--- config.mk ---
export PLATFORM = sky130hd
export DESIGN_NAME = lmx_peak
export DESIGN_NICKNAME = d
export VERILOG_FILES = /design/src/rtl/last_local_max_3x3_macros.svh /design/src/rtl/lmx_pkg.sv /design/src/rtl/lmx_peak.sv
export SDC_FILE = /design/constraint.sdc
export NUM_CORES = 1
export LEC_CHECK = 0
export BUFFER_PORTS_ARGS = -buffer_cell sky130_fd_sc_hd__buf_2
export CORE_UTILIZATION = 35
export CTS_CLUSTER_DIAMETER = 60
export DETAILED_ROUTE_END_ITERATION = 7
export HOLD_SLACK_MARGIN = 0.1
export SYNTH_ARGS = -nofsm -noshare
export SYNTH_HDL_FRONTEND = slang
export SYNTH_SLANG_ARGS = --single-unit
--- constraint.sdc ---
create_clock -name clk -period 10.97 [get_ports clk]
set_input_delay 1.097 -clock clk [delete_from_list [all_inputs] [get_ports clk]]
set_output_delay 1.097 -clock clk [all_outputs]
set_load 0.05 [all_outputs]
--- src/rtl/last_local_max_3x3_macros.svh ---
// Assertion macros shared by the local maximum detector.
// Included by the modules that carry concurrent checks; no other dependencies.
`ifndef LAST_LOCAL_MAX_3X3_MACROS_SVH
`define LAST_LOCAL_MAX_3X3_MACROS_SVH
`ifndef SYNTHESIS
`define LMX_ASSERT_NOW(lbl, clk, rst_n, ante, cons, msg) \
  lbl: assert property (@(posedge clk) disable iff (!rst_n) (ante) |-> (cons)) \
    else $error(msg);
`define LMX_ASSERT_NEXT(lbl, clk, rst_n, ante, cons, msg) \
  lbl: assert property (@(posedge clk) disable iff (!rst_n) (ante) |=> (cons)) \
    else $error(msg);
`else
`define LMX_ASSERT_NOW(lbl, clk, rst_n, ante, cons, msg)
`define LMX_ASSERT_NEXT(lbl, clk, rst_n, ante, cons, msg)
`endif
`endif

--- src/rtl/lmx_pkg.sv ---
// Shared constants and types of the 3x3 local maximum detector.
// No dependencies; used by the interfaces and by all modules but the line buffer memory.
package lmx_pkg;

  localparam int VALUE_W    = 16;
  localparam int ROW_W      = 12;
  localparam int COL_W      = 10;
  localparam int ROWS_CFG_W = 13;
  localparam int COLS_CFG_W = 11;
  localparam int CFG_DATA_W = 13;
  localparam int CFG_IDX_W  = 1;
  localparam int MAX_ROWS   = 4096;

  localparam logic [CFG_IDX_W-1:0] REG_GRID_ROWS = 1'd0;
  localparam logic [CFG_IDX_W-1:0] REG_GRID_COLS = 1'd1;

  typedef struct packed {
    logic             valid;
    logic             wr_en;
    logic             cen_ok;
    logic             a_zero;
    logic             b_zero;
    logic             last_col;
    logic             frame_end;
    logic [ROW_W-1:0] cen_row;
  } lmx_item_t;

endpackage

--- src/rtl/lmx_peak.sv ---
// Window stage: merges line buffer data, shifts the 3x3 window and tracks the last peak.
// Depends on lmx_pkg.
module lmx_peak #(
  parameter int VB = 16,
  parameter int CW = 10
) (
  input  logic                      clk,
  input  logic                      rst_n,
  input  lmx_pkg::lmx_item_t        issue,
  input  logic [CW-1:0]             issue_col,
  input  logic [VB-1:0]             issue_value,
  input  logic [2*VB-1:0]           rd_data,
  input  logic                      clear_best,
  output logic                      wr_en,
  output logic [CW-1:0]             wr_addr,
  output logic [2*VB-1:0]           wr_data,
  output logic [VB-1:0]             best_value,
  output logic [lmx_pkg::ROW_W-1:0] best_row,
  output logic [CW-1:0]             best_col,
  output logic                      frame_done
);
  import lmx_pkg::*;

  lmx_item_t        s1_r, s2_r;
  logic [CW-1:0]    s1_col_r, s2_col_r;
  logic [VB-1:0]    s1_val_r;
  logic             fwd_r;
  logic [2*VB-1:0]  fwd_data_r;
  logic [2*VB-1:0]  line;
  logic [VB-1:0]    up1, up2;
  logic [VB-1:0]    win_top_r [3];
  logic [VB-1:0]    win_mid_r [3];
  logic [VB-1:0]    win_bot_r [3];
  logic             peak_a, peak_b;
  logic [VB-1:0]    best_value_r;
  logic [ROW_W-1:0] best_row_r;
  logic [CW-1:0]    best_col_r;
  logic             frame_done_r;

  assign line    = fwd_r ? fwd_data_r : rd_data;
  assign up1     = s1_r.a_zero ? '0 : line[2*VB-1:VB];
  assign up2     = s1_r.b_zero ? '0 : line[VB-1:0];
  assign wr_en   = s1_r.valid && s1_r.wr_en;
  assign wr_addr = s1_col_r;
  assign wr_data = {s1_val_r, up1};

  always_ff @(posedge clk) begin
    if (!rst_n) begin
      s1_r  <= '0;
      s2_r  <= '0;
      fwd_r <= 1'b0;
    end else begin
      s1_r  <= issue;
      s2_r  <= s1_r;
      fwd_r <= issue.valid && wr_en && (issue_col == s1_col_r);
    end
  end

  always_ff @(posedge clk) begin
    s1_col_r   <= issue_col;
    s1_val_r   <= issue_value;
    s2_col_r   <= s1_col_r;
    fwd_data_r <= wr_data;
    if (s1_r.valid) begin
      if (s1_col_r == '0) begin
        win_top_r[0] <= '0;
        win_mid_r[0] <= '0;
        win_bot_r[0] <= '0;
        win_top_r[1] <= '0;
        win_mid_r[1] <= '0;
        win_bot_r[1] <= '0;
      end else begin
        win_top_r[0] <= win_top_r[1];
        win_mid_r[0] <= win_mid_r[1];
        win_bot_r[0] <= win_bot_r[1];
        win_top_r[1] <= win_top_r[2];
        win_mid_r[1] <= win_mid_r[2];
        win_bot_r[1] <= win_bot_r[2];
      end
      win_top_r[2] <= up2;
      win_mid_r[2] <= up1;
      win_bot_r[2] <= s1_val_r;
    end
  end

  // The center column and, at the end of a row, the rightmost column with zero padding.
  assign peak_a = s2_r.valid && s2_r.cen_ok && (s2_col_r != '0) &&
                  (win_mid_r[1] > win_top_r[0]) && (win_mid_r[1] > win_top_r[1]) &&
                  (win_mid_r[1] > win_top_r[2]) && (win_mid_r[1] > win_mid_r[0]) &&
                  (win_mid_r[1] > win_mid_r[2]) && (win_mid_r[1] > win_bot_r[0]) &&
                  (win_mid_r[1] > win_bot_r[1]) && (win_mid_r[1] > win_bot_r[2]);
  assign peak_b = s2_r.valid && s2_r.cen_ok && s2_r.last_col && (win_mid_r[2] != '0) &&
                  (win_mid_r[2] > win_top_r[1]) && (win_mid_r[2] > win_top_r[2]) &&
                  (win_mid_r[2] > win_mid_r[1]) && (win_mid_r[2] > win_bot_r[1]) &&
                  (win_mid_r[2] > win_bot_r[2]);

  always_ff @(posedge clk) begin
    if (!rst_n) begin
      best_value_r <= '0;
      best_row_r   <= '0;
      best_col_r   <= '0;
      frame_done_r <= 1'b0;
    end else begin
      frame_done_r <= s2_r.valid && s2_r.frame_end;
      if (clear_best) begin
        best_value_r <= '0;
        best_row_r   <= '0;
        best_col_r   <= '0;
      end else if (peak_b) begin
        best_value_r <= win_mid_r[2];
        best_row_r   <= s2_r.cen_row;
        best_col_r   <= s2_col_r;
      end else if (peak_a) begin
        best_value_r <= win_mid_r[1];
        best_row_r   <= s2_r.cen_row;
        best_col_r   <= s2_col_r - 1'b1;
      end
    end
  end

  assign best_value = best_value_r;
  assign best_row   = best_row_r;
  assign best_col   = best_col_r;
  assign frame_done = frame_done_r;

endmodule

---- Yosys cells after proc, flatten, opt, wreduce, memory -nomap -nowiden ----
Memories as Yosys holds them, arrays and structs flattened.
Index checks and enable logic that the tools add are counted.
operators by class
  $lt $le $gt $ge ......................... 13
  multiply operators ...................... 0
  bitwise operators ....................... 7
  mux-type cells .......................... 23
  shift operators ......................... 0
  div/mod/pow operators ................... 0
  $add $sub $neg .......................... 1
  reductions and logical operators ........ 26
  equal/unequal tests ..................... 1
operators with widths
  kind                                                count
  > comparator 16 bit                                 13
  2-to-1 mux 16 bit                                   10
  2-to-1 mux 32 bit                                   1
  2-to-1 mux 12 bit                                   2
  logical AND 1 bit                                   21
  2-to-1 mux 10 bit                                   2
  nonzero test 16 bit                                 1
  == test 10 bit                                      1
  logical NOT 10 bit                                  1
  nonzero test 10 bit                                 1
  subtractor 10 x 1 -> 10 bit, second input constant  1
  2-to-1 mux 1 bit                                    8
  OR 1 bit                                            6
  nonzero test 2 bit                                  1
  OR reduction 2 bit                                  1
  NOT 1 bit                                           1
storage, ports and cells
  bits in latches ......................... 0
  ROM bits ................................ 0
  memory bits (writable) .................. 144
  bits in registers ....................... 143
  memories kept ........................... 3
  output and inout bits ................... 82
memories
  memory     words  width  rd ports  clocked after Yosys merged registers in  write ports  RTL line        RTL
  win_bot_r  3      16     3         0                                        3            lmx_peak.sv:33  logic [VB-1:0] win_bot_r [3];
  win_mid_r  3      16     3         0                                        3            lmx_peak.sv:32  logic [VB-1:0] win_mid_r [3];
  win_top_r  3      16     3         0                                        3            lmx_peak.sv:31  logic [VB-1:0] win_top_r [3];

---- Depth between registers and ports, before layout ----
  word-level depth ........................ 12
  mapped depth ............................ 12

---- Worst setup path after synthesis ----
Ideal clock, no wire load.
  path type ............................... flip-flop to flip-flop
  from .................................... register s1_r[18] in the netlist's numbering
  to ...................................... memory win_bot_r[0][0], enable pin
  arrival ................................. 4.088 ns
  slack ................................... 6.393 ns
  stages on the path, launching flop included .. 2
  data required time ...................... 10.482 ns
  path buffers ............................ 1
  path through ............................ dfxtp_1 > clkbuf_1
RTL lines
  element                 RTL line        RTL
  from (decl)             lmx_peak.sv:24  lmx_item_t s1_r, s2_r;
  from (signal assigned)  lmx_peak.sv:53  s1_r <= issue;
  to (decl)               lmx_peak.sv:33

==> run summary <==
The run finished with clean final reports. For the residual DRC count, the log shows 0. The critical path launch point type is a flip-flop. The switching fraction of total power is 0.250. Summed over all nets, the half-perimeter wirelength after detailed placement is 30,500 µm. Ranked by total cell area, the synthesized netlist is headed by sky130_fd_sc_hd__edfxtp_1 30%, sky130_fd_sc_hd__dfxtp_1 20%, sky130_fd_sc_hd__ha_1 17%. The clock period minus worst slack is 4.01 ns, and the relative area change from synthesis to final layout is 17.3%. The count of cell types in the netlist is 63, and the hold violation total from the final report is 0.

At the end of routability-driven placement, the weighted congestion stood at 0.935. Area after detailed placement: 0.0158 mm². The leakage power total was 7.40 nW. The internal portion of the total power is 1.93 mW. At the later pin of the worst-skew pair, clock insertion delay measures 0.54 ns. Setup violations remaining at the end of the flow were counted as 0. The part of the cycle the worst path needs was 0.365; the sequential area share after synthesis was 0.498.

At the pin with the least slew margin, the transition time is 1.19 ns. In this run the vertical extent of the chip is 205 µm. The via count normalized by instance count works out to 5.10. Static timing analysis puts the maximum clock frequency at 0.249 GHz. The proportion of power drawn by the clock network was 0.444. In the synthesized netlist the dominant register cell turns out to be sky130_fd_sc_hd__edfxtp_1. The endpoint identified for the worst register-to-register timing path is best_col[9]. The fraction of final layout cells sized beyond drive strength 1 came out at 0.156.

The worst min-delay path class was reg2reg. For this block, the initial DRC count from the detailed router was 494. In this run the standard cell core region covers 0.0402 mm².

The tools report the number of setup buffers added after CTS as 0. Critical path endpoint category: a flip-flop. For the total number of clock tree sinks, the log shows 287.

TritonCTS built the clock tree. Power after layout: 2.57 mW. Setup repair after global routing left no endpoint under its margin. The maximum buffer depth of the clock tree is 3, and the final-layout setup total negative slack is 0 ns. The tools report the via count of the first global-routing pass as 10.3k.

The startpoint identified for the worst hold timing path is s1_val_r[15]. The number of pins with negative max-slew slack in the final report came out at 0. In this run, synthesis inferred 144 flip-flops with an integrated enable. Synthesis produced 1,314 cells. CTS built an H-tree with a depth of 2. IR analysis of the VDD net gives a maximum drop of 0.137 mV. For the number of antenna violations at the first check in global routing, the log shows 0. Area share of the largest cell type after synthesis: 0.300. The initial standard-cell utilization of the core was 0.359; the count of buffers from port buffering was 161. For this design, the CTS-stage hold fixing added 0 buffers. The run gives 0 as the number of inserted diodes. The proportion of synthesized flip-flops having asynchronous set or reset was 0. Endpoint with the worst hold slack: fwd_data_r[31]. The cell area after technology mapping was 0.0144 mm²; the cell depth of the worst min-delay path was 0. Yosys printed 0 warnings.

sky130_fd_sc_hd__ha_1 is the most common cell in the netlist. STA puts the critical path data arrival time at 4.42 ns. For the slack of the worst reg-to-reg path, the log shows 6.96 ns. The number of nets produced by synthesis is 1,587, and the total global routing track utilization is 0.195. Of all nets on the critical path, the largest fanout is 57.

For the max-slew headroom at the worst pin, the log shows 0.209. In the final routed layout, each cell accounts on average for 19.8 µm. The clock-pin slew on the worst setup and hold paths came out at 0.06 ns. The area enclosed by the die boundary was 0.0420 mm².

The number of gates resized after CTS is 0, and the chip width is 205 µm. For this design the ratio of total power to cell area is 152 mW/mm². Worst setup path category: reg2reg. The first global-routing pass estimated 61,500 µm of wire. The number of iterations in the first detailed-routing pass was 7. Data on the critical path is required at its endpoint by 11.38 ns. In the final design database the tool counted 1,749 nets. The synthesized design contains 287 register bits. Worst setup path startpoint: win_mid_r[0][46]. The number of cells traversed by the worst register-to-register path was 9. The largest total area in the synthesized netlist belongs to sky130_fd_sc_hd__edfxtp_1. The run gives 0.0185 ns as the clock tree skew after final layout. Counting instances in the post-synthesis netlist gives the leading cell types as 193 x sky130_fd_sc_hd__ha_1, 144 x sky130_fd_sc_hd__edfxtp_1, 143 x sky130_fd_sc_hd__dfxtp_1. The logs give 0.084 for the power share of the combinational group and 97 for the largest net degree at the start of global routing.

The synthesized area divided by synthesized cell count was 11.0 µm². The tools report the max-capacitance violation count as 0. In this run the remaining antenna-violating nets after routing total 0.

For the relative contribution of sequential cells to total power, the log shows 0.472. Global routing finished with a remaining overflow of 0. The analysis attributes to net switching a power of 0.644 mW. Row generation in the floorplan step produced 73 rows. The total wire length was 40,200 µm. The layout has 3,874 filler cells. The root buffer cell was sky130_fd_sc_hd__clkbuf_16. The run gives 10.3k as the total number of vias. The worst register-to-register path begins at win_mid_r[0][46]. The count of boundary I/O pins was 162.

The TritonCTS buffer count is 35, and the post-route standard cell area excluding fillers is 0.0169 mm².
## metrics by stage
stage | utilization | setup slack, ns | hold slack [ns] | cells
detailed placement | 0.392 | 6.98 | 0.361 | 1964
global route | 0.421 | 6.71 | 0.375 | 2027
global placement | 0.392 | 6.96 | 0.358 | 1964
finish | 0.421 | 6.96 | 0.368 | 2027
CTS | 0.421 | 6.96 | 0.368 | 2027
floorplan | - | 6.39 | 0.412 | 1314
## layer usage
metal	track usage	part of all wire	vias up
met2	0.314	0.46	289
met5	0	0	-
li1	-	-	5072
met3	0.0345	0.052	57
met4	0.0566	0.024	0
met1	0.266	0.47	4912
## placed cells by master, fill, tap and decap left out, types with 6 or more instances in the layout
cell,instances
sky130_fd_sc_hd__nor4_1,21
sky130_fd_sc_hd__inv_1,132
sky130_fd_sc_hd__a21oi_1,87
sky130_fd_sc_hd__ha_1,193
sky130_fd_sc_hd__o211ai_1,18
sky130_fd_sc_hd__a211oi_1,18
sky130_fd_sc_hd__a21o_1,19
sky130_fd_sc_hd__o21ai_0,28
sky130_fd_sc_hd__buf_4,6
sky130_fd_sc_hd__clkbuf_1,7
sky130_fd_sc_hd__mux2i_1,48
sky130_fd_sc_hd__and4_1,7
sky130_fd_sc_hd__nor2_1,63
sky130_fd_sc_hd__clkbuf_16,38
sky130_fd_sc_hd__edfxtp_1,144
sky130_fd_sc_hd__nand3_1,36
sky130_fd_sc_hd__nor3_1,8
sky130_fd_sc_hd__nor2b_1,11
sky130_fd_sc_hd__dfxtp_1,141
sky130_fd_sc_hd__clkbuf_8,6
sky130_fd_sc_hd__xor2_1,8
sky130_fd_sc_hd__and2_1,133
sky130_fd_sc_hd__buf_2,161
sky130_fd_sc_hd__nand2_1,41
sky130_fd_sc_hd__nand4_1,40
## sequential cells by signal, summed over array words and instances, names as in the netlist
signal,count
win_top_r,48
fwd_r,1
best_value,16
fwd_data_r,32
win_bot_r,48
best_col,10
best_row,12
s2_r,16
s1_r,19
frame_done,1
s2_col_r,10
s1_val_r,16
win_mid_r,48
wr_addr,10
## kinds of logic (layout without fill, tap and decap cells)
kind of cell	after synthesis	after routing	synth area share
buffers and inverters	174	362	0.0481
AOI/OAI and AO/OA	213	213	0.0942
and+or+nand+nor	388	388	0.152
muxes	48	48	0.0333
xor gates and xnor gates	11	11	0.00668
adders and majority gates	193	193	0.167
DFF	287	287	0.498
## cell type report
class	count	area, µm²	area share
Clock inverter	12	93.8	0.00555
Sequential cell	287	7190	0.425
Tap cell	525	657	0.0388
Clock buffer	51	1060	0.0627
Inverter	132	495	0.0293
Timing Repair Buffer	167	851	0.0503
Multi-Input combinational cell	853	6560	0.388
## worst max path at each step
| stage | end | cells past startpoint |
|---|---|---|
| after global placement | best_value[8] | 9 |
| after floorplan | win_bot_r[0][0] | 1 |
| final | best_col[9] | 9 |
| after global routing | best_col[9] | 9 |
| after detailed placement | best_col[7] | 9 |
| after CTS | best_col[7] | 9 |
## power by group through the flow
stage	Combinational (mW)	Sequential, mW	Clock [mW]
after floorplan	0.132	1.24	0
after global placement	0.211	1.24	0
after detailed placement	0.216	1.24	0
after CTS	0.217	1.22	1.17
after global routing	0.242	1.22	1.21
final	0.216	1.22	1.14
## worst max-delay path, stage by stage (launching register included)
cell and delay [ns]:
sky130_fd_sc_hd__edfxtp_1 0.61, sky130_fd_sc_hd__ha_1 0.42, sky130_fd_sc_hd__nand4_1 0.24, sky130_fd_sc_hd__nor4_1 0.50, sky130_fd_sc_hd__a21boi_0 0.43, sky130_fd_sc_hd__or3_1 0.30
sky130_fd_sc_hd__nand3b_1 0.21, sky130_fd_sc_hd__or2_2 0.74, sky130_fd_sc_hd__o22ai_1 0.34, sky130_fd_sc_hd__nor4_1 0.07
Note: power is estimated with default switching activity, not from simulation.
