### config.mk
export PLATFORM = sky130hd
export DESIGN_NAME = lmx_ctrl
export DESIGN_NICKNAME = d
export VERILOG_FILES = /design/src/rtl/lmx_pkg.sv /design/src/rtl/lmx_ctrl.sv
export VERILOG_INCLUDE_DIRS = /design/src /design/src/rtl
export SDC_FILE = /design/constraint.sdc
export NUM_CORES = 1
export LEC_CHECK = 0
export ABC_CLOCK_PERIOD_IN_PS = 8500
export BUFFER_PORTS_ARGS = -buffer_cell sky130_fd_sc_hd__buf_2
export CORE_MARGIN = 3
export CORE_UTILIZATION = 50
export DETAILED_ROUTE_END_ITERATION = 10
export PLACE_DENSITY = 0.84
export SLEW_MARGIN = 20
export SYNTH_ARGS = -nofsm -noshare
export SYNTH_HDL_FRONTEND = slang
export SYNTH_SLANG_ARGS = --single-unit
### constraint.sdc
create_clock -name clk -period 8.5 [get_ports clk]
set_input_delay 0.425 -clock clk [delete_from_list [all_inputs] [get_ports clk]]
set_output_delay 0.425 -clock clk [all_outputs]
set_load 0.03 [all_outputs]
### src/rtl/last_local_max_3x3_macros.svh
// Assertion macros shared by the local maximum detector.
// Included by the modules that carry concurrent checks; no other dependencies.
`ifndef LAST_LOCAL_MAX_3X3_MACROS_SVH
`define LAST_LOCAL_MAX_3X3_MACROS_SVH
`ifndef SYNTHESIS
`define LMX_ASSERT_NOW(lbl, clk, rst_n, ante, cons, msg) \
  lbl: assert property (@(posedge clk) disable iff (!rst_n) (ante) |-> (cons)) \
    else $error(msg);
`define LMX_ASSERT_NEXT(lbl, clk, rst_n, ante, cons, msg) \
  lbl: assert property (@(posedge clk) disable iff (!rst_n) (ante) |=> (cons)) \
    else $error(msg);
`else
`define LMX_ASSERT_NOW(lbl, clk, rst_n, ante, cons, msg)
`define LMX_ASSERT_NEXT(lbl, clk, rst_n, ante, cons, msg)
`endif
`endif

### src/rtl/lmx_pkg.sv
// Shared constants and types of the 3x3 local maximum detector.
// No dependencies; used by the interfaces and by all modules but the line buffer memory.
package lmx_pkg;

  localparam int VALUE_W    = 16;
  localparam int ROW_W      = 12;
  localparam int COL_W      = 10;
  localparam int ROWS_CFG_W = 13;
  localparam int COLS_CFG_W = 11;
  localparam int CFG_DATA_W = 13;
  localparam int CFG_IDX_W  = 1;
  localparam int MAX_ROWS   = 4096;

  localparam logic [CFG_IDX_W-1:0] REG_GRID_ROWS = 1'd0;
  localparam logic [CFG_IDX_W-1:0] REG_GRID_COLS = 1'd1;

  typedef struct packed {
    logic             valid;
    logic             wr_en;
    logic             cen_ok;
    logic             a_zero;
    logic             b_zero;
    logic             last_col;
    logic             frame_end;
    logic [ROW_W-1:0] cen_row;
  } lmx_item_t;

endpackage

### src/rtl/lmx_ctrl.sv
// Frame sequencer: configuration, raster position, bottom-row flush and result hand-off.
// Depends on lmx_pkg and the assertion macros.
`include "last_local_max_3x3_macros.svh"
module lmx_ctrl #(
  parameter int MAX_COLS = 1024,
  parameter int VB = 16,
  localparam int CW = $clog2(MAX_COLS)
) (
  input  logic                          clk,
  input  logic                          rst_n,
  input  logic                          cfg_we,
  input  logic [lmx_pkg::CFG_IDX_W-1:0]  cfg_index,
  input  logic [lmx_pkg::CFG_DATA_W-1:0] cfg_data,
  input  logic                          in_valid,
  output logic                          in_ready,
  input  logic [VB-1:0]                 in_value,
  input  logic                          frame_done,
  input  logic                          out_free,
  output logic                          emit,
  output logic                          clear_best,
  output lmx_pkg::lmx_item_t            issue,
  output logic [CW-1:0]                 issue_col,
  output logic [VB-1:0]                 issue_value
);
  import lmx_pkg::*;

  localparam logic [1:0] ST_RUN   = 2'd0;
  localparam logic [1:0] ST_FLUSH = 2'd1;
  localparam logic [1:0] ST_DRAIN = 2'd2;
  localparam logic [1:0] ST_EMIT  = 2'd3;

  logic [1:0]            state_r, state_nxt;
  logic [ROW_W-1:0]      row_r, row_nxt;
  logic [CW-1:0]         col_r, col_nxt;
  logic [ROWS_CFG_W-1:0] grid_rows_r, grid_rows_nxt;
  logic [COLS_CFG_W-1:0] grid_cols_r, grid_cols_nxt;
  logic [ROW_W-1:0]      rows_m1;
  logic [CW-1:0]         cols_m1;
  logic                  accept;
  logic                  flush_step;
  logic                  last_col;

  always_comb begin
    if (grid_rows_r == '0) begin
      rows_m1 = '0;
    end else if (grid_rows_r > ROWS_CFG_W'(MAX_ROWS)) begin
      rows_m1 = ROW_W'(MAX_ROWS - 1);
    end else begin
      rows_m1 = ROW_W'(grid_rows_r - 1'b1);
    end
    if (grid_cols_r == '0) begin
      cols_m1 = '0;
    end else if (32'(grid_cols_r) > MAX_COLS) begin
      cols_m1 = CW'(MAX_COLS - 1);
    end else begin
      cols_m1 = CW'(grid_cols_r - 1'b1);
    end
  end

  assign in_ready   = (state_r == ST_RUN);
  assign accept     = in_valid && in_ready;
  assign flush_step = (state_r == ST_FLUSH);
  assign last_col   = (col_r == cols_m1);
  assign emit       = (state_r == ST_EMIT) && out_free;
  assign clear_best = emit || cfg_we;

  always_comb begin
    issue.valid     = accept || flush_step;
    issue.wr_en     = accept;
    issue.cen_ok    = flush_step || (row_r != '0);
    issue.a_zero    = accept && (row_r == '0);
    issue.b_zero    = flush_step ? (rows_m1 == '0) : (row_r <= ROW_W'(1));
    issue.last_col  = last_col;
    issue.frame_end = flush_step && last_col;
    issue.cen_row   = flush_step ? rows_m1 : ROW_W'(row_r - 1'b1);
    issue_col       = col_r;
    issue_value     = accept ? in_value : '0;
  end

  always_comb begin
    state_nxt     = state_r;
    row_nxt       = row_r;
    col_nxt       = col_r;
    grid_rows_nxt = grid_rows_r;
    grid_cols_nxt = grid_cols_r;
    if (cfg_we) begin
      unique case (cfg_index)
        REG_GRID_ROWS: grid_rows_nxt = ROWS_CFG_W'(cfg_data);
        REG_GRID_COLS: grid_cols_nxt = COLS_CFG_W'(cfg_data);
        default: ;
      endcase
      state_nxt = ST_RUN;
      row_nxt   = '0;
      col_nxt   = '0;
    end else begin
      unique case (state_r)
        ST_RUN: begin
          if (accept) begin
            if (last_col) begin
              col_nxt = '0;
              if (row_r == rows_m1) begin
                state_nxt = ST_FLUSH;
              end else begin
                row_nxt = row_r + 1'b1;
              end
            end else begin
              col_nxt = col_r + 1'b1;
            end
          end
        end
        ST_FLUSH: begin
          if (last_col) begin
            col_nxt   = '0;
            row_nxt   = '0;
            state_nxt = ST_DRAIN;
          end else begin
            col_nxt = col_r + 1'b1;
          end
        end
        ST_DRAIN: begin
          if (frame_done) begin
            state_nxt = ST_EMIT;
          end
        end
        ST_EMIT: begin
          if (out_free) begin
            state_nxt = ST_RUN;
          end
        end
        default: state_nxt = ST_RUN;
      endcase
    end
  end

  always_ff @(posedge clk) begin
    if (!rst_n) begin
      state_r     <= ST_RUN;
      row_r       <= '0;
      col_r       <= '0;
      grid_rows_r <= ROWS_CFG_W'(1);
      grid_cols_r <= COLS_CFG_W'(1);
    end else begin
      state_r     <= state_nxt;
      row_r       <= row_nxt;
      col_r       <= col_nxt;
      grid_rows_r <= grid_rows_nxt;
      grid_cols_r <= grid_cols_nxt;
    end
  end

  `LMX_ASSERT_NOW(a_row_in_grid, clk, rst_n, 1'b1, row_r <= rows_m1, "Row counter left the grid.")
  `LMX_ASSERT_NOW(a_flush_col, clk, rst_n, state_r == ST_FLUSH, col_r <= cols_m1, "Flush column out of range.")
  `LMX_ASSERT_NEXT(a_flush_end, clk, rst_n, flush_step && last_col && !cfg_we, state_r == ST_DRAIN, "Flush did not end in drain.")
  `LMX_ASSERT_NEXT(a_emit_run, clk, rst_n, emit, state_r == ST_RUN, "Emit did not return to run.")

endmodule

### After elaboration in Yosys (flattened, before gate mapping)

Cells that the tools add are included.
W data, S select, Z words.

| cells by class | value |
|---|---|
| add/sub/neg operators | 5 |
| equality and inequality tests | 12 |
| mux-type cells | 22 |
| bitwise operators | 2 |
| magnitude comparators | 3 |
| reductions and logical operators | 20 |

Operators with widths:

| cell | number |
|---|---|
| $mux W12 | 7 |
| $mux W10 | 4 |
| $logic_not A12 Y1 | 2 |
| $pmux W12 S2 | 1 |
| $sub A12 B1 Y12 const B | 2 |
| $pmux W10 S2 | 1 |
| $mux W16 | 1 |
| $gt A13 B13 Y1 const B | 1 |
| $logic_not A13 Y1 | 1 |
| $add A12 B1 Y12 const B | 1 |
| $eq A12 B12 Y1 | 1 |
| $le A12 B1 Y1 const B | 1 |
| $mux W2 | 6 |
| $reduce_bool A12 Y1 | 1 |
| $gt A11 B11 Y1 const B | 1 |
| $logic_not A11 Y1 | 1 |
| $add A10 B1 Y10 const B | 1 |
| $eq A10 B10 Y1 | 1 |
| $sub A10 B1 Y10 const B | 1 |
| $ne A2 B1 Y1 const B | 4 |
| $pmux W2 S4 | 1 |
| $ne A2 B2 Y1 const B | 3 |
| $reduce_and A2 Y1 | 3 |
| $reduce_and A6 Y1 | 1 |
| other kinds (10) | 17 |

| word-level totals | value |
|---|---|
| input port bits | 36 |
| word-level logic and storage cells | 69 |
| register bits | 48 |

### Logic depth before layout (Yosys ltp)

Gate-level depths: netlist (run 1).

| logic depth | value |
|---|---|
| word-level depth | 8 |
| mapped depth | 16 |

### Worst setup path before layout (run 1)

Ideal clock, no wire load.

| path | value |
|---|---|
| path type | register to output |
| from | register grid_rows_r[0] |
| to | output port issue[14] (netlist name) |
| data arrival time | 3400 ps |
| path buffers | 3 |
| cell stages (with the launch flop) | 12 |
| data required time | 8075 ps |
| setup slack | 4675 ps |
| path through | dfxtp_1 -> clkbuf_1 -> inv_1 -> ha_1 -> or4b_1 -> buf_2 -> or4_1 -> buf_2 -> o21ai_2 -> a21boi_0 -> nand4_1 -> o41ai_1 |

RTL lines:

| what | RTL line | RTL |
|---|---|---|
| from (decl) | lmx_ctrl.sv:35 | `logic [ROWS_CFG_W-1:0] grid_rows_r, grid_rows_nxt;` |
| from (signal assigned) | lmx_ctrl.sv:146 | `grid_rows_r <= grid_rows_nxt;` |
| to (decl) | lmx_ctrl.sv:21 | `output lmx_pkg::lmx_item_t issue,` |

==> results of run 1 <==
flip-flops by register name, indices dropped and copies added, names as in the netlist:
| name | flops |
|---|---|
| issue_col | 10 |
| row_r | 12 |
| grid_rows_r | 13 |
| grid_cols_r | 11 |
| state_r | 2 |
through the flow:
stage               hold WS, ns  utilization [%]
floorplan                 0.460                -
global placement          0.481             56.3
detailed placement        0.492             56.3
CTS                       0.357             58.0
global route              0.369             58.0
finish                    0.361             58.0
cell type report:
type,count,area [um^2],share of cell area (%)
multi-input combinational,443,2800,61.9
sequential,48,961,21.2
timing repair buffer,84,423,9.33
tap,102,128,2.82
inverter,21,78.8,1.74
clock buffer,5,68.8,1.52
clock inverter,3,68.8,1.52
tightest hold or removal path, stage by stage:
cell	delay, ns
buf_2	0.10
nand2_1	0.04
a21boi_0	0.06
Yosys cell counts (all sizes together) (3+ instances only):
| library cell | number | share of area [%] |
|---|---|---|
| o21ai | 21 | 2.7 |
| a21boi | 23 | 4.2 |
| nor3b | 3 | 0.55 |
| nor3 | 14 | 2.0 |
| or4b | 4 | 0.98 |
| o21a | 5 | 0.92 |
| or3 | 8 | 1.2 |
| xor2 | 20 | 4.3 |
| or4 | 18 | 3.5 |
| nor2 | 41 | 3.8 |
| or2 | 5 | 0.77 |
| nor2b | 4 | 0.61 |
| and3 | 22 | 3.4 |
| a31oi | 7 | 1.1 |
| xnor2 | 11 | 2.4 |
| nor4 | 14 | 2.1 |
| a21oi | 33 | 4.0 |
| nand4 | 8 | 1.2 |
| nand3 | 15 | 1.8 |
| o31ai | 16 | 2.9 |
| dfxtp | 48 | 24 |
| nand2 | 76 | 7.0 |
| clkbuf | 34 | 3.1 |
| and4 | 3 | 0.64 |
| o211ai | 9 | 2.0 |
| and2 | 6 | 0.92 |
| a211oi | 3 | 0.55 |
| buf | 14 | 2.8 |
| ha | 12 | 3.7 |
| o41ai | 4 | 1.0 |
| nand2b | 5 | 0.77 |
| inv | 21 | 1.9 |
logic make-up (layout without fill, tap and decap cells):
logic type | count (synthesis) | after routing
AND/OR/NAND/NOR | 255 | 255
AO/OA/AOI/OAI | 141 | 141
buffers and inverters | 69 | 113
flip-flops | 48 | 48
XOR/XNOR | 31 | 31
adder cells (fa/ha/maj) | 14 | 14
multiplexers | 2 | 2
metal layers:
metal / global-route usage [%] / wire (um)
met3: 3.02 / 855
met5: 0 / 0
met1: 32.1 / 4750
met4: 8.18 / 335
met2: 40.0 / 5550
report_power, final:
group	switching, uW	internal [uW]
Sequential	11.4	231
Combinational	93.3	56.2
Clock	80.4	118
Total	185	405
path summary, 6_finish.rpt:
path	from	to	slack [ns]	cells past startpoint
min	cfg_data[11]	grid_rows_r[11]	0.36	3
max reg2reg	grid_rows_r[0]	row_r[1]	4.66	11
max	grid_cols_r[0]	issue[12]	4.56	10
min reg2reg	grid_cols_r[1]	grid_cols_r[1]	0.50	2
==> impl_metrics.ini, run 1 <==
[status]
status = finished, final reports clean

[global_routing]
grt_max_degree = 30
track_usage_pct = 24.0
grt_pass1_vias = 3817
grt_pass1_wl_um = 18000
grt_overflow = 0
antenna_found_initial = 0

[cells_and_area]
instances_no_fill = 706
area_delta_synth_final_pct = 10.9
final_cell_area_mm2 = 0.00453
mostFrequentLayoutCell = buf_2
nets = 651
layout-drive-gt1-share_pct = 17.9
layout_common_cells = buf_2, nand2_1, dfxtp_1, nor2_1, a21oi_1
diodes = 0
n_fill_cell = 737

[critical_path]
critPathLaunchType = flip-flop
cp_num_buf_inv = 2
path_class = reg2out
cp_data_arrival_time_ns = 3.51
max_stage_delay_ns = 0.61
worstPathCellList = inv_1 > ha_1 > or4b_1 > or3_1 > a2bb2oi_2 > a21oi_1 > a2111oi_2 > and4_1 > and2_1 > buf_2
crit_path_max_fanout = 10
crit_family = simple AND/OR/NAND/NOR gates
slowest_stage = or4b_1
critPathRequiredTime_ns = 8.08
endpoint_kind = output port

[logic_synthesis]
synthSimpleGateAreaFrac_pct = 33.2
synth_compound_area_share_pct = 24.1
synth_seq_cells = 48
syn_nets = 608
syn-instance-count = 560
synthArstFlopShare_pct = 0
synth_top_family_by_area = simple AND/OR/NAND/NOR gates
syn_area_mm2 = 0.00408
synth_edf_count = 0
synth_ff_type = dfxtp_1
synth-seq-area-share_pct = 23.5
synth_cell_types = 68
synth-xor-area-share_pct = 6.65
synth_mux_area_share_pct = 0.490
synth_adder_area_share_pct = 4.17
yosysWarnings = 0
syn_avg_cell_area_um2 = 7.29

[job]
cap_violations = 0

[placement]
dp_cells = 698
port-buffer-count = 83
placedInstanceArea_mm2 = 0.00439
gp_congestion = 0.955
hpwl_um = 8660
post-place-ws_ns = 4.72

[cts]
cts_tree = done
cts_buffers = 5
cts.htree.levels = 2
worstSkewPairLatency_ns = 0.30
clock-sinks = 48
cts_root_buf = clkbuf_8
cts_setup_buffers = 0
cts_resized = 0
cts_hold_buffers = 0
clk_pin_slew_ns = 0.10
cts_buffer_depth = 2

[floorplanning]
ios = 84
dieArea_mm2 = 0.00929
coreArea_mm2 = 0.00781
fp.dieW_um = 96.4
num_rows = 32
start_util_pct = 52.3
die_h_um = 96.4

[sta]
final.setup.worst_slack_ns = 4.56
setup_viol = 0
fin_setup_tns_ns = 0
tightestPinTransition_ns = 0.975
period_share_pct = 46.3
finClkSkew_ns = 0.0171
fmax_mhz = 254
period_needed_ns = 3.94
rsz0062_at_grt = false
drv_slew = 0
slew_headroom_pct = 35.0
hold_viol = 0

[drt]
drc = 0
drtPass1Iterations = 5
vias = 4375
drt_first_iter_violations = 319
routed_wl_um = 11500
wl_per_cell_um = 16.3
routed_via_density = 6.20
ant_nets = 0

[pwr]
total_power_uw = 590
power_density_mw_per_mm2 = 130
ir_drop_mv = 0.0806
p_leak_uw = 0.00181

[hold_path]
hp-class = in2reg
No activity file was read; power rests on OpenSTA's default activity.
==> inputs of run 2 (changes only) <==
--- a/config.mk
+++ b/config.mk
@@ -6,12 +6,13 @@
 export SDC_FILE = /design/constraint.sdc
 export NUM_CORES = 1
 export LEC_CHECK = 0
-export ABC_CLOCK_PERIOD_IN_PS = 8500
+export ABC_AREA = 1
+export ABC_CLOCK_PERIOD_IN_PS = 3600
 export BUFFER_PORTS_ARGS = -buffer_cell sky130_fd_sc_hd__buf_2
 export CORE_MARGIN = 3
 export CORE_UTILIZATION = 50
 export DETAILED_ROUTE_END_ITERATION = 10
-export PLACE_DENSITY = 0.84
+export PLACE_DENSITY = 0.87
 export SLEW_MARGIN = 20
 export SYNTH_ARGS = -nofsm -noshare
 export SYNTH_HDL_FRONTEND = slang
==> constraint.sdc (replaced) <==
create_clock -name clk -period 3.6 [get_ports clk]
set_input_delay 0.18 -clock clk [delete_from_list [all_inputs] [get_ports clk]]
set_output_delay 0.18 -clock clk [all_outputs]
set_load 0.03 [all_outputs]
==> impl_metrics.ini, run 2 <==
[pwr]
total_power_uw = 1380
ir_drop_mv = 0.149
p_leak_uw = 0.00237
p_sw_uw = 445
p_comb_share_pct = 24.3
power_density_mw_per_mm2 = 306
clkPwrFrac_pct = 34.6
power.internal_uw = 940
power_switching_share_pct = 32.1
seqPwrFrac_pct = 41.1

[critical_path]
critPathLaunchType = flip-flop
path_class = reg2out
r2r_slack_ns = 0.75
max_stage_delay_ns = 0.32
cp_data_arrival_time_ns = 2.73
worstPathCellList = inv_1 > ha_1 > inv_1 > nor2_1 > nand2_1 > nor2_2 > nand3_2 > nand2_1 > nand3_1 > nand2_1 > nand3_1 > nor2_2 > nand3_4 > nor2_1 > buf_2
slowest_stage = dfxtp_1
endpoint_kind = output port
crit_path_max_fanout = 13
reg2reg_depth = 17
critPathRequiredTime_ns = 3.42
critPathMostFrequentCell = nand2_1

[cells_and_area]
layout_common_cells = nand2_1, nor2_1, inv_1, buf_2, nand3_1
area_delta_synth_final_pct = 13.7
top_register = grid_rows_r
mostFrequentLayoutCell = nand2_1
largest_register_ffs = 13
diodes = 0
top_regs = grid_rows_r (13), row_r (12), grid_cols_r (11)
seq_area_um2 = 961
n_fill_cell = 726
multi_input_area_mm2 = 0.00250
nets = 798
layout-drive-gt1-share_pct = 15.7

[placement]
gp_congestion = 1.02
port-buffer-count = 83
hpwl_um = 8460

[cts]
cts_buffer_depth = 2
clk_pin_slew_ns = 0.09
cts_hold_buffers = 0
cts_root_buf = clkbuf_8
worstSkewPairLatency_ns = 0.31
cts.htree.levels = 2
cts_buffers = 5
cts_tree = done
cts_setup_buffers = 0
cts_resized = 0
clock-sinks = 48

[floorplanning]
coreArea_mm2 = 0.00749
dieArea_mm2 = 0.00905
die_h_um = 95.2
start_util_pct = 53.1
ios = 84
num_rows = 31
fp.dieW_um = 95.2

[logic_synthesis]
yosysMostFrequentCell = nand2_1
synth_cell_types = 37
syn_nets = 732
synth-seq-area-share_pct = 24.2
syn-instance-count = 684
synthTopCellsByCount = nand2_1, nor2_1, inv_1
yosysWarnings = 0
syn_avg_cell_area_um2 = 5.81
synth_ff_type = dfxtp_1
synth_seq_cells = 48
synthTopCellsByArea = dfxtp_1, nand2_1, nor2_1
syn_area_mm2 = 0.00397
synthArstFlopShare_pct = 0
yosysTopAreaCell = dfxtp_1
synth_edf_count = 0
synth.top_cell.area_share_pct = 24.2

[drt]
drtPass1Iterations = 5
ant_nets = 0
routed_via_density = 5.28
drt_first_iter_violations = 323
wl_per_cell_um = 12.7
routed_wl_um = 10800
drc = 0
vias = 4489

[hold_path]
hold_depth = 3
hp-class = in2reg

[global_routing]
grt_pass1_wl_um = 18100
grt_max_degree = 26
track_usage_pct = 24.4
grt_overflow = 0
antenna_found_initial = 0
grt_pass1_vias = 4103

[status]
status = finished, final reports clean

[sta]
period_needed_ns = 2.91
hold_viol = 0
rsz0062_at_grt = false
slew_headroom_pct = 62.2
finClkSkew_ns = 0.0155
period_share_pct = 80.8
setup_viol = 0
fin_setup_tns_ns = 0
fmax_mhz = 344
drv_slew = 0
tightestPinTransition_ns = 0.566

[job]
cap_violations = 0
-- run 2: power by group through the flow --
| stage | registers, uW | logic, uW | clock network (uW) |
|---|---|---|---|
| after global placement | 579 | 323 | 0 |
| after global routing | 571 | 383 | 505 |
| final | 568 | 337 | 479 |
| after floorplan | 577 | 256 | 0 |
| after CTS | 568 | 334 | 485 |
| after detailed placement | 580 | 332 | 0 |
-- run 2: cell type report --
cell class	count	area share [%]
sequential	48	21.3
timing repair buffer	84	9.36
multi-input combinational	513	55.4
inverter	98	8.14
clock buffer	5	1.52
clock inverter	3	1.52
tap	99	2.74
-- run 2: cell families (layout without fill, tap and decap cells) --
kind of cell	Yosys count	in the layout	synth area share, %
adder cells (fa/ha/maj)	12	12	3.78
flip-flops	48	48	24.2
AO/OA/AOI/OAI	89	89	11.7
XOR/XNOR	14	14	3.09
buffers and inverters	123	190	12.8
AND/OR/NAND/NOR	398	398	44.5
-- run 2: metrics by stage --
stage / instances / instance area [um^2] / utilization [%] / hold slack, ns / setup slack (ns)
floorplan: 684 / 3970 / - / 0.310 / 0.990
detailed placement: 842 / 4380 / 58.5 / 0.437 / 0.826
global placement: 842 / 4380 / 58.5 / 0.428 / 1.01
finish: 850 / 4520 / 60.4 / 0.110 / 0.690
global route: 850 / 4520 / 60.4 / 0.134 / 0.432
CTS: 850 / 4520 / 60.4 / 0.117 / 0.708
-- run 2: routing by layer --
layer	GRT usage, %	vias up	part of all wire [%]	wire, um
met2	42.1	173	48	5150
li1	-	2294	-	-
met5	0	-	0	0
met1	31.9	2004	43	4660
met4	6.49	0	1.5	163
met3	3.31	18	7.5	814
-- run 2: path summary, 6_finish.rpt --
path	endpoint	startpoint
max	issue[12]	grid_cols_r[0]
min	grid_cols_r[0]	cfg_data[0]
max reg2reg	row_r[0]	grid_cols_r[0]
min reg2reg	grid_rows_r[11]	grid_rows_r[11]
-- run 2: worst max-delay path: cells and delay by family, from the launching register on --
| kind | cells | cell delay, ns |
|---|---|---|
| and+or+nand+nor | 11 | 1.41 |
| DFF | 1 | 0.32 |
| buffers and inverters | 3 | 0.42 |
| adders and majority gates | 1 | 0.27 |
==> inputs of run 3 (changes only) <==
--- a/config.mk
+++ b/config.mk
@@ -6,13 +6,13 @@
 export SDC_FILE = /design/constraint.sdc
 export NUM_CORES = 1
 export LEC_CHECK = 0
-export ABC_AREA = 1
-export ABC_CLOCK_PERIOD_IN_PS = 3600
+export ABC_AREA = 0
+export ABC_CLOCK_PERIOD_IN_PS = 3000
 export BUFFER_PORTS_ARGS = -buffer_cell sky130_fd_sc_hd__buf_2
 export CORE_MARGIN = 3
 export CORE_UTILIZATION = 50
 export DETAILED_ROUTE_END_ITERATION = 10
-export PLACE_DENSITY = 0.87
+export PLACE_DENSITY = 0.84
 export SLEW_MARGIN = 20
 export SYNTH_ARGS = -nofsm -noshare
 export SYNTH_HDL_FRONTEND = slang
==> constraint.sdc (replaced) <==
create_clock -name clk -period 3 [get_ports clk]
set_input_delay 0.15 -clock clk [delete_from_list [all_inputs] [get_ports clk]]
set_output_delay 0.15 -clock clk [all_outputs]
set_load 0.03 [all_outputs]
==> impl_metrics.ini, run 3 (synthesis gave the netlist of run 1 again) <==
[cells_and_area]
top_register = grid_rows_r
final_cell_area_mm2 = 0.00542
mostFrequentLayoutCell = buf_2
n_fill_cell = 646
layout-drive-gt1-share_pct = 34.6
largest_register_ffs = 13
layout_common_cells = buf_2, nand2_1, buf_4, dfxtp_1, nor2_1
instances_no_fill = 787
nets = 733
area_delta_synth_final_pct = 32.8
top_regs = grid_rows_r (13), row_r (12), grid_cols_r (11)
diodes = 0

[global_routing]
grt_pass1_wl_um = 20300
antenna_found_initial = 0
grt_pass1_vias = 4356
grt_max_degree = 30
track_usage_pct = 27.2
grt_overflow = 0

[cts]
clk_pin_slew_ns = 0.09
cts_tree = done
cts_hold_buffers = 0
cts_buffer_depth = 2
worstSkewPairLatency_ns = 0.30
cts_root_buf = clkbuf_8
cts.htree.levels = 2
cts_buffers = 5
clock-sinks = 48

[placement]
dp_cells = 770
hpwl_um = 9620
port-buffer-count = 83
placedInstanceArea_mm2 = 0.00502
gp_congestion = 0.966

[critical_path]
critPathRequiredTime_ns = 3.24
critPathLaunchType = flip-flop
path_class = reg2reg
endpoint_kind = flip-flop
cp_data_arrival_time_ns = 3.44
crit_path_max_fanout = 23

[floorplanning]
fp.dieW_um = 96.4
coreArea_mm2 = 0.00781
die_h_um = 96.4
num_rows = 32
start_util_pct = 52.3
ios = 84
dieArea_mm2 = 0.00929

[drt]
vias = 4743
ant_nets = 0
drt_first_iter_violations = 349
drc = 0
routed_wl_um = 13200
drtPass1Iterations = 5
wl_per_cell_um = 16.8
routed_via_density = 6.03

[sta]
drv_slew = 0
period_share_pct = 107
slew_headroom_pct = 42.8
final.setup.worst_slack_ns = -0.200
tightestPinTransition_ns = 0.856
period_needed_ns = 3.20
finClkSkew_ns = 0.00674
hold_viol = 0
rsz0062_at_grt = true
fin_setup_tns_ns = -2.08
setup_viol = 17
fmax_mhz = 313

[status]
status = complete, but fails checks
violations = negative setup slack

[job]
cap_violations = 0

[hold_path]
hp-class = in2reg

[pwr]
ir_drop_mv = 0.260
p_leak_uw = 0.00226
power_density_mw_per_mm2 = 314
-- run 3: worst max-delay path: stages, from the launching register on --
cell      delay, ns
dfxtp_2        0.34
inv_2          0.07
ha_4           0.13
buf_4          0.11
or3b_2         0.45
a21oi_1        0.22
o21ai_0        0.17
xor2_1         0.17
nor4_1         0.32
and4_4         0.32
o211ai_4       0.08
buf_12         0.17
or4_4          0.48
a21oi_2        0.12
-- run 3: area by class of cell --
cell class,instances,area [um^2],area share (%)
flip-flops and latches,48,966,17.8
well taps,102,128,2.35
clock buffers,7,96.3,1.78
inverters,21,86.3,1.59
repair buffers,165,1100,20.2
multi-input cells,444,3050,56.2
-- run 3: routing by layer --
layer	share of wire, %	track usage (%)	vias to the layer above
li1	-	-	2273
met4	2.4	8.06	0
met3	7.4	3.56	36
met1	42	35.4	2222
met5	0	0	-
met2	49	46.9	212
-- run 3: through the flow --
| step | util [%] | hold WS [ns] | worst slack [ns] | total power (uW) |
|---|---|---|---|---|
| detailed placement | 64.3 | 0.421 | -0.267 | 1230 |
| global placement | 64.3 | 0.407 | -0.116 | 1220 |
| finish | 69.5 | 0.0979 | -0.200 | 1700 |
| floorplan | - | 0.288 | -0.269 | 1040 |
| global route | 69.5 | 0.106 | -0.292 | 1770 |
| CTS | 67.4 | 0.102 | -0.179 | 1660 |
-- run 3: worst paths after layout --
kind                  startpoint               to  slack (ns)  cells after the start
setup / recovery  grid_cols_r[0]         row_r[6]       -0.20                     13
hold / removal      cfg_data[12]  grid_rows_r[12]         0.1                      3
setup reg to reg  grid_cols_r[0]         row_r[6]       -0.20                     13
hold reg to reg       state_r[1]       state_r[1]        0.50                      2
-- run 3: power by group --
part	total, uW	internal (uW)	switching, uW
sequential	675	654	21.0
combinational	608	276	332
clock	420	206	214
-- run 3: what timing repair did --
item | in CTS | in global routing
pin swaps | 8 | 5
setup buffers | 4 | 5
cloned | 0 | 1
setup endpoints to repair | 25 | 28
resized for setup | 32 | 25
